$ cat src/rtl/assert_macros.svh
// Assertion macros for the jitter buffer.
// Included by the top level only.
`ifndef ASSERT_MACROS_SVH
`define ASSERT_MACROS_SVH
`define CHK_IMPL(lbl, clk, rst, a, c) \
  lbl: assert property (@(posedge clk) disable iff (rst) (a) |-> (c)) else $error("%m: check failed");
`define CHK_NEXT(lbl, clk, rst, a, c) \
  lbl: assert property (@(posedge clk) disable iff (rst) (a) |=> (c)) else $error("%m: check failed");
`endif

$ cat src/rtl/rtpjb_pkg.sv
// Types and constants for the RTP jitter buffer.
// No dependencies.
`default_nettype none
package rtpjb_pkg;
  localparam logic [2:0] ST_OK      = 3'd0;
  localparam logic [2:0] ST_GAP     = 3'd1;
  localparam logic [2:0] ST_LENERR  = 3'd2;
  localparam logic [2:0] ST_NONE    = 3'd3;
  localparam logic [2:0] ST_DELIVER = 3'd4;
  localparam logic [2:0] ST_TIMEOUT = 3'd5;
  localparam logic [10:0] HDR_LEN = 11'd12;
  localparam logic [4:0] NAL_SPS = 5'd7;
  localparam logic [0:0] OP_WRITE = 1'b0;
  localparam logic [0:0] OP_READ = 1'b1;
  localparam logic [0:0] REG_MAXLEN = 1'b0;
  localparam logic [0:0] REG_WAIT = 1'b1;

  typedef struct packed {
    logic [0:0]  op;
    logic [15:0] seq_number;
    logic [10:0] packet_len;
    logic [31:0] now_ms;
    logic [0:0]  ext_flag;
    logic [4:0]  nal_type;
  } in_item_t;

  typedef struct packed {
    logic [2:0]  status;
    logic [10:0] out_slot;
    logic [10:0] out_len;
    logic [0:0]  need_keyframe;
    logic [15:0] loss_resets;
  } out_item_t;

  typedef struct packed {
    logic capture;
    logic lookup;
    logic update;
    logic clear_step;
  } cmd_t;

  typedef struct packed {
    logic clear_done;
  } sts_t;
endpackage
`default_nettype wire

$ cat src/rtl/rtpjb_ctrl.sv
// Controller state machine for the jitter buffer.
// Depends on rtpjb_pkg.
`default_nettype none
module rtpjb_ctrl (
  input  wire logic clk,
  input  wire logic rst,
  input  wire logic in_valid,
  output logic in_stall,
  output logic out_valid,
  input  wire logic out_stall,
  input  wire rtpjb_pkg::sts_t sts,
  output rtpjb_pkg::cmd_t cmd
);
  typedef enum logic [4:0] {
    S_CLEAR = 5'b00001,
    S_IDLE  = 5'b00010,
    S_LOOK  = 5'b00100,
    S_UPD   = 5'b01000,
    S_OUT   = 5'b10000
  } state_t;
  state_t state, state_next;

  always_ff @(posedge clk) begin
    if (rst) state <= S_CLEAR;
    else state <= state_next;
  end

  always_comb begin
    state_next = state;
    cmd = '0;
    in_stall = 1'b1;
    out_valid = 1'b0;
    case (state)
      S_CLEAR: begin
        cmd.clear_step = 1'b1;
        if (sts.clear_done) state_next = S_IDLE;
      end
      S_IDLE: begin
        in_stall = 1'b0;
        if (in_valid) begin
          cmd.capture = 1'b1;
          state_next = S_LOOK;
        end
      end
      S_LOOK: begin
        cmd.lookup = 1'b1;
        state_next = S_UPD;
      end
      S_UPD: begin
        cmd.update = 1'b1;
        state_next = S_OUT;
      end
      S_OUT: begin
        out_valid = 1'b1;
        if (!out_stall) state_next = sts.clear_done ? S_IDLE : S_CLEAR;
      end
      default: state_next = S_CLEAR;
    endcase
  end
endmodule
`default_nettype wire

$ cat config.mk
export PLATFORM = sky130hd
export DESIGN_NAME = rtpjb_ctrl
export DESIGN_NICKNAME = d
export VERILOG_FILES = /design/src/rtl/assert_macros.svh /design/src/rtl/rtpjb_pkg.sv /design/src/rtl/rtpjb_ctrl.sv
export SDC_FILE = /design/constraint.sdc
export NUM_CORES = 1
export LEC_CHECK = 0
export ABC_AREA = 1
export BUFFER_PORTS_ARGS = -buffer_cell sky130_fd_sc_hd__buf_2
export CORE_AREA = 5 5 42 44
export DETAILED_ROUTE_END_ITERATION = 8
export DIE_AREA = 0 0 47 49
export GPL_TIMING_DRIVEN = 0
export HOLD_SLACK_MARGIN = 0.15
export SYNTH_ARGS = -nofsm -noshare
export SYNTH_HDL_FRONTEND = slang
export SYNTH_SLANG_ARGS = --single-unit
$ cat constraint.sdc
create_clock -name clk -period 1.95 [get_ports clk]
set_input_delay 0.195 -clock clk [delete_from_list [all_inputs] [get_ports clk]]
set_output_delay 0.195 -clock clk [all_outputs]
set_load 0.02 [all_outputs]
### Word-level counts from Yosys, hierarchy flattened

Cells that the tools add are included.

| cells by class | value |
|---|---|
| multipliers | 0 |
| $add $sub $neg | 0 |
| multiplexer cells | 12 |
| magnitude comparators | 0 |
| eq/ne operators | 8 |
| shift operators | 0 |
| bitwise gates (word level) | 0 |
| div/mod/pow operators | 0 |
| reduce and logical (&&, ||, !) cells | 1 |

Operator list:

| operator | number |
|---|---|
| one-hot mux 5 bit (5 select lines) | 1 |
| two-way mux 5 bit | 3 |
| two-way mux 1 bit | 7 |
| != test 2 bit (second input constant) | 3 |
| == test 5 x 1 -> 1 bit (second input constant) | 1 |
| == test 5 x 2 -> 1 bit (second input constant) | 1 |
| == test 5 x 3 -> 1 bit (second input constant) | 1 |
| == test 5 x 4 -> 1 bit (second input constant) | 1 |
| == test 5 bit (second input constant) | 1 |
| AND reduction 3 bit | 1 |
| two-way mux 2 bit | 1 |

| word-level totals | value |
|---|---|
| output and inout bits | 6 |
| bits in writable memories | 0 |
| latch bits | 0 |
| logic and storage cells | 22 |
| memories | 0 |
| register bits after elaboration | 5 |
| input bits | 5 |
| memory bits (read-only) | 0 |

### Logic depth before layout (Yosys ltp)

Gate-level depths: netlist of the first run.

| depth | value |
|---|---|
| word-level depth | 3 |
| depth in mapped cells | 8 |
| depth with buffers taken out | 8 |

### Worst setup path before layout of the first run

OpenSTA, ideal clock, no wires.

| timing path | value |
|---|---|
| kind | register -> output |
| from | register state[2] |
| to | output cmd[3] (netlist name) |
| cell stages (with the launch flop) | 4 |
| arrival time | 1.033 ns |
| buffers on the path | 0 |
| setup slack | 0.722 ns |
| required time | 1.755 ns |
| cells stage by stage | dfxtp_1 > nor2_4 > nand3_2 > nor2_1 |

RTL lines:

| element | RTL line | source |
|---|---|---|
| start: declaration | rtpjb_ctrl.sv:21 | `state_t state, state_next;` |
| start signal: assignment | rtpjb_ctrl.sv:25 | `else state <= state_next;` |
| end: declaration | rtpjb_ctrl.sv:12 | `output rtpjb_pkg::cmd_t cmd` |

==> impl_metrics.ini, run 1 <==
[layout]
num_antenna_cells = 0
drive_gt1_share_pct = 43.3
stdcell_count = 76
fill_cells = 156
finish.instance_area_um2 = 434
layout.nets = 66
layout.area.seq_um2 = 100
largest_reg_flops = 5
largestRegisters = state (5)
regMostFlops = state
multi_input_area_um2 = 184
syn2layout_area_growth_pct = 32.4

[die]
pin_count = 11
start_util_pct = 23.4
coreArea_um2 = 1400
die_w_um = 47
die_h_um = 49
num_rows = 14
dieArea_um2 = 2300

[clocking]
cts_made_buffers = 3
cts_buffer_depth = 2
cts_tree = done
cts_hold_buf = 1
clock_latency_ns = 0.25
cts_setup_buffers = 0
cts_max_level = 1
cts-root-buf = clkbuf_4
post_cts_resized = 0
clkTransAtPathRegs_ns = 0.04
clock-sinks = 5

[sta]
tns_ns = 0
maxSlewViolCount = 0
finalCritPeriodShare_pct = 71.1
finalHoldViolCount = 0
holdWs_ns = 0.219
tightest_slew_ns = 0.201
max_freq_ghz = 0.722
final.min_clock_period_ns = 1.39
rsz0062_at_grt = no
finalSetupViolCount = 0
slew-limit-headroom_pct = 86.6
finalClockSkew_ns = 0.00137

[setup_path]
end_kind = output port
slowest_stage = dfxtp_1
cp_top_family = simple AND/OR/NAND/NOR gates
slowest_delay_ns = 0.34
criticalPathCategory = flip-flop to output port
crit_buf_inv = 1
worst-path-max-fanout = 5
startpoint_type = flip-flop
required_ns = 1.75
crit_chain = nor2_4, nand3_2, nor2_1, buf_2
cp.arrival_ns = 1.19

[routing]
via_count = 314
totalWireLength_um = 688
vias_per_cell = 4.13
wl_per_cell_um = 9.05
ant_nets = 0
drt_iter0_drc = 4
dr.pass1.iters = 2
drc = 0

[place]
place.gp.congestion = 0.741
place_hpwl_um = 561
dpl_cell_area_um2 = 398
io_buffers = 10
placed_cells = 71

[synth]
yosysTopAreaCellShare_pct = 30.5
syn-mean-instance-area_um2 = 7.28
synth_async_sr_flop_share_pct = 0
synth_area_leader_cell = dfxtp_1
syn_inst = 45
yosysWarnings = 0
ys_ff_latch = 5
ys_top_cells_by_count = inv_1 (8), dfxtp_1 (5), nor2_1 (5)
yosysUniqueCellTypes = 18
synth_most_common_cell = inv_1
netlist_area_um2 = 328
postSynth.topFlopCell = dfxtp_1
syn-num-nets = 50
ys_top_cells_by_area = dfxtp_1 (31%), inv_1 (9.2%), nor2_4 (6.9%)
ys_seq_area_share_pct = 30.5
synth-edff-count = 0

[grt]
antenna_found_initial = 0
grt-ovfl-total = 0
grt_pass1_wl_um = 1100
grt_pass1_vias = 289
grt_max_degree = 6
track_usage_pct = 6.91

[pwr]
vdd_ir_drop_max_mv = 0.322
power.leakage_nw = 0.244
p_total_w = 0.000374
power_density_nw_per_um2 = 861

[job]
cap_violations = 0

[min_path]
hold_path_class = primary input to flip-flop

[run_status]
outcome = complete, no violations
==> path summary, 6_finish.rpt <==
kind | slack [ns] | start | to | depth (start not counted)
setup / recovery | 0.56 | state[2] | cmd[3] | 4
hold / removal | 0.22 | in_valid | state[2] | 3
setup reg to reg | 0.88 | state[2] | state[0] | 6
hold reg to reg | 0.59 | state[2] | state[3] | 2
==> cells by family (layout without fill, tap and decap cells) <==
logic type	count (synthesis)	count (layout)	synth area share [%]
AO/OA/AOI/OAI	4	4	8.02
buffers and inverters	11	26	13.4
AND/OR/NAND/NOR	25	25	48.1
flip-flops	5	5	30.5
==> final cells by class <==
class / count / area share [%]
multi-input cells: 29 / 42.4
flip-flops and latches: 5 / 23.1
repair buffers: 11 / 13.8
inverters: 11 / 10.1
clock buffers: 4 / 6.05
well taps: 16 / 4.61
==> tightest hold or removal path, stage by stage <==
cell,delay [ns]
buf_2,0.11
inv_1,0.06
nor3_1,0.05
==> through the flow <==
stage,setup WS (ns),util (%)
floorplan,0.722,-
global placement,0.828,28.4
detailed placement,0.814,28.4
CTS,0.546,31.0
global route,0.466,31.0
finish,0.564,31.0
==> layout by cell type, fill, tap and decap left out <==
cell type	netlist	routed
a21oi_1	2	2
a21oi_2	1	1
buf_2	0	10
clkbuf_1	0	1
clkbuf_4	0	3
dfxtp_1	5	5
dlygate4sd3_1	0	1
inv_1	8	8
inv_2	2	2
inv_4	1	1
nand2_1	4	4
nand2_2	1	1
nand2_4	1	1
nand3_1	4	4
nand3_2	1	1
nand3_4	1	1
nand4_1	2	2
nor2_1	5	5
nor2_2	3	3
nor2_4	2	2
nor3_1	1	1
o21bai_1	1	1
==> power breakdown <==
group | internal (W) | switching (W)
clock network | 0.0000776 | 0.0000469
registers | 0.000113 | 0.0000154
logic | 0.0000463 | 0.0000742
total | 0.000237 | 0.000136
==> routing by layer <==
metal / routed length [um] / GRT usage [%] / vias to the layer above
met5: 0 / 0 / -
li1: - / - / 169
met4: 40 / 9.68 / 0
met3: 66 / 2.58 / 4
met1: 297 / 6.83 / 129
met2: 283 / 8.82 / 12
Note: power is estimated with default switching activity, not from simulation.
==> run 2: changes to the inputs <==
clock period = 1.25 ns   (was 1.95 ns; I/O delays follow)
==> impl_metrics.ini, run 2 (synthesis results as in run 1) <==
[sta]
max_freq_ghz = 0.794
finalSetupViolCount = 1
maxSlewViolCount = 0
final.min_clock_period_ns = 1.26
finalClockSkew_ns = 0.00435
finalCritPeriodShare_pct = 101
worst_slack_ns = -0.00940
finalHoldViolCount = 0
slew-limit-headroom_pct = 87.0
rsz0062_at_grt = yes
tns_ns = -0.00940
tightest_slew_ns = 0.195

[grt]
grt_max_degree = 6
grt_pass1_vias = 308
grt_use_met2_pct = 10.2
grt_use_met3_pct = 2.95
grt_use_met1_pct = 7.27
grt_pass1_wl_um = 1210
grt-ovfl-total = 0
track_usage_pct = 7.54
busiest_layer = met2
antenna_found_initial = 0

[layout]
drive_gt1_share_pct = 60.6
final_util_pct = 38.8
largestRegisters = state (5)
multi_input_area_um2 = 211
fill_cells = 156
stdcell_count = 82
largest_reg_flops = 5
final_cell_mix = inv_1 (7), buf_4 (6), buf_2 (5)
regMostFlops = state
num_antenna_cells = 0
syn2layout_area_growth_pct = 66.0
layout.nets = 72
layout.area.seq_um2 = 108
layout_commonest_cell = inv_1

[routing]
wl_per_cell_um = 10.0
vias_per_cell = 4.24
totalWireLength_um = 820
via_count = 348
dr.pass1.iters = 4
ant_nets = 0
drc = 0
drt_iter0_drc = 7

[pwr]
p_total_w = 0.000652
power_density_nw_per_um2 = 1200
power.leakage_nw = 0.280
vdd_ir_drop_max_mv = 0.540

[setup_path]
cp.arrival_ns = 1.13
rr_worst_depth = 7
worst-path-max-fanout = 5
required_ns = 1.12
startpoint_type = flip-flop
end_kind = output port
worstReg2RegStart = state[2]
crit_path_start = state[2]
criticalPathCategory = flip-flop to output port

[die]
dieArea_um2 = 2300
num_rows = 14
pin_count = 11
die_w_um = 47
coreArea_um2 = 1400
start_util_pct = 23.4
die_h_um = 49

[place]
place_hpwl_um = 561
placed_cells = 71
io_buffers = 10
place.gp.congestion = 0.741

[clocking]
cts_max_level = 1
clkTransAtPathRegs_ns = 0.05
cts_tree = done
clock-sinks = 5
cts_made_buffers = 3
clock_latency_ns = 0.25
cts-root-buf = clkbuf_4
cts_buffer_depth = 2

[min_path]
hold_path_class = primary input to flip-flop
hold_path_depth = 3
hp-start = out_stall

[run_status]
violations = setup timing
outcome = complete, but fails checks

[job]
cap_violations = 0
## run 2: final timing paths
path	endpoint	slack (ns)
worst max register to register	state[0]	0.05
worst max-delay path	cmd[3]	-0.009
worst min-delay path	state[4]	0.16
worst min register to register	state[2]	0.58
## run 2: what timing repair did
| action | 4_1_cts | 5_1_grt |
|---|---|---|
| hold buffers | 2 | 0 |
| pin swaps | 2 | 5 |
| gates resized for setup | 5 | 16 |
| buffers inserted | 1 | 4 |
| setup endpoints to repair | 3 | 5 |
| endpoints found under the hold margin | 3 | 0 |
## run 2: critical path, cell delays in order (launching register included)
cell and delay [ns]:
dfxtp_2 0.33, nor2_4 0.20, nand3_4 0.13, nor2_4 0.10
buf_6 0.12
## run 2: per-stage QoR
step	hold WS (ns)	worst slack [ns]	area, um2
floorplan	0.194	0.0923	328
global placement	0.337	0.188	398
detailed placement	0.335	0.168	398
CTS	0.160	-0.0240	468
global route	0.179	-0.0592	544
finish	0.162	-0.00940	544
## run 2: layout make-up
| type | instances | area share [%] |
|---|---|---|
| clock buffers | 4 | 4.83 |
| inverters | 11 | 8.05 |
| multi-input cells | 29 | 38.9 |
| flip-flops and latches | 5 | 19.8 |
| well taps | 16 | 3.68 |
| repair buffers | 17 | 24.8 |
## run 2: per-layer routing
metal / part of all wire, % / vias to the layer above
met1: 38 / 149
met5: 0 / -
met4: 4.9 / 0
met2: 48 / 13
li1: - / 182
met3: 9.3 / 4
## run 2: report_power, final
part	total, W	switching [W]	leakage, nW	internal [W]
clock	0.000190	0.0000694	0.0150	0.000121
sequential	0.000208	0.0000250	0.0422	0.000183
combinational	0.000254	0.000141	0.223	0.000114
total	0.000652	0.000235	0.280	0.000417
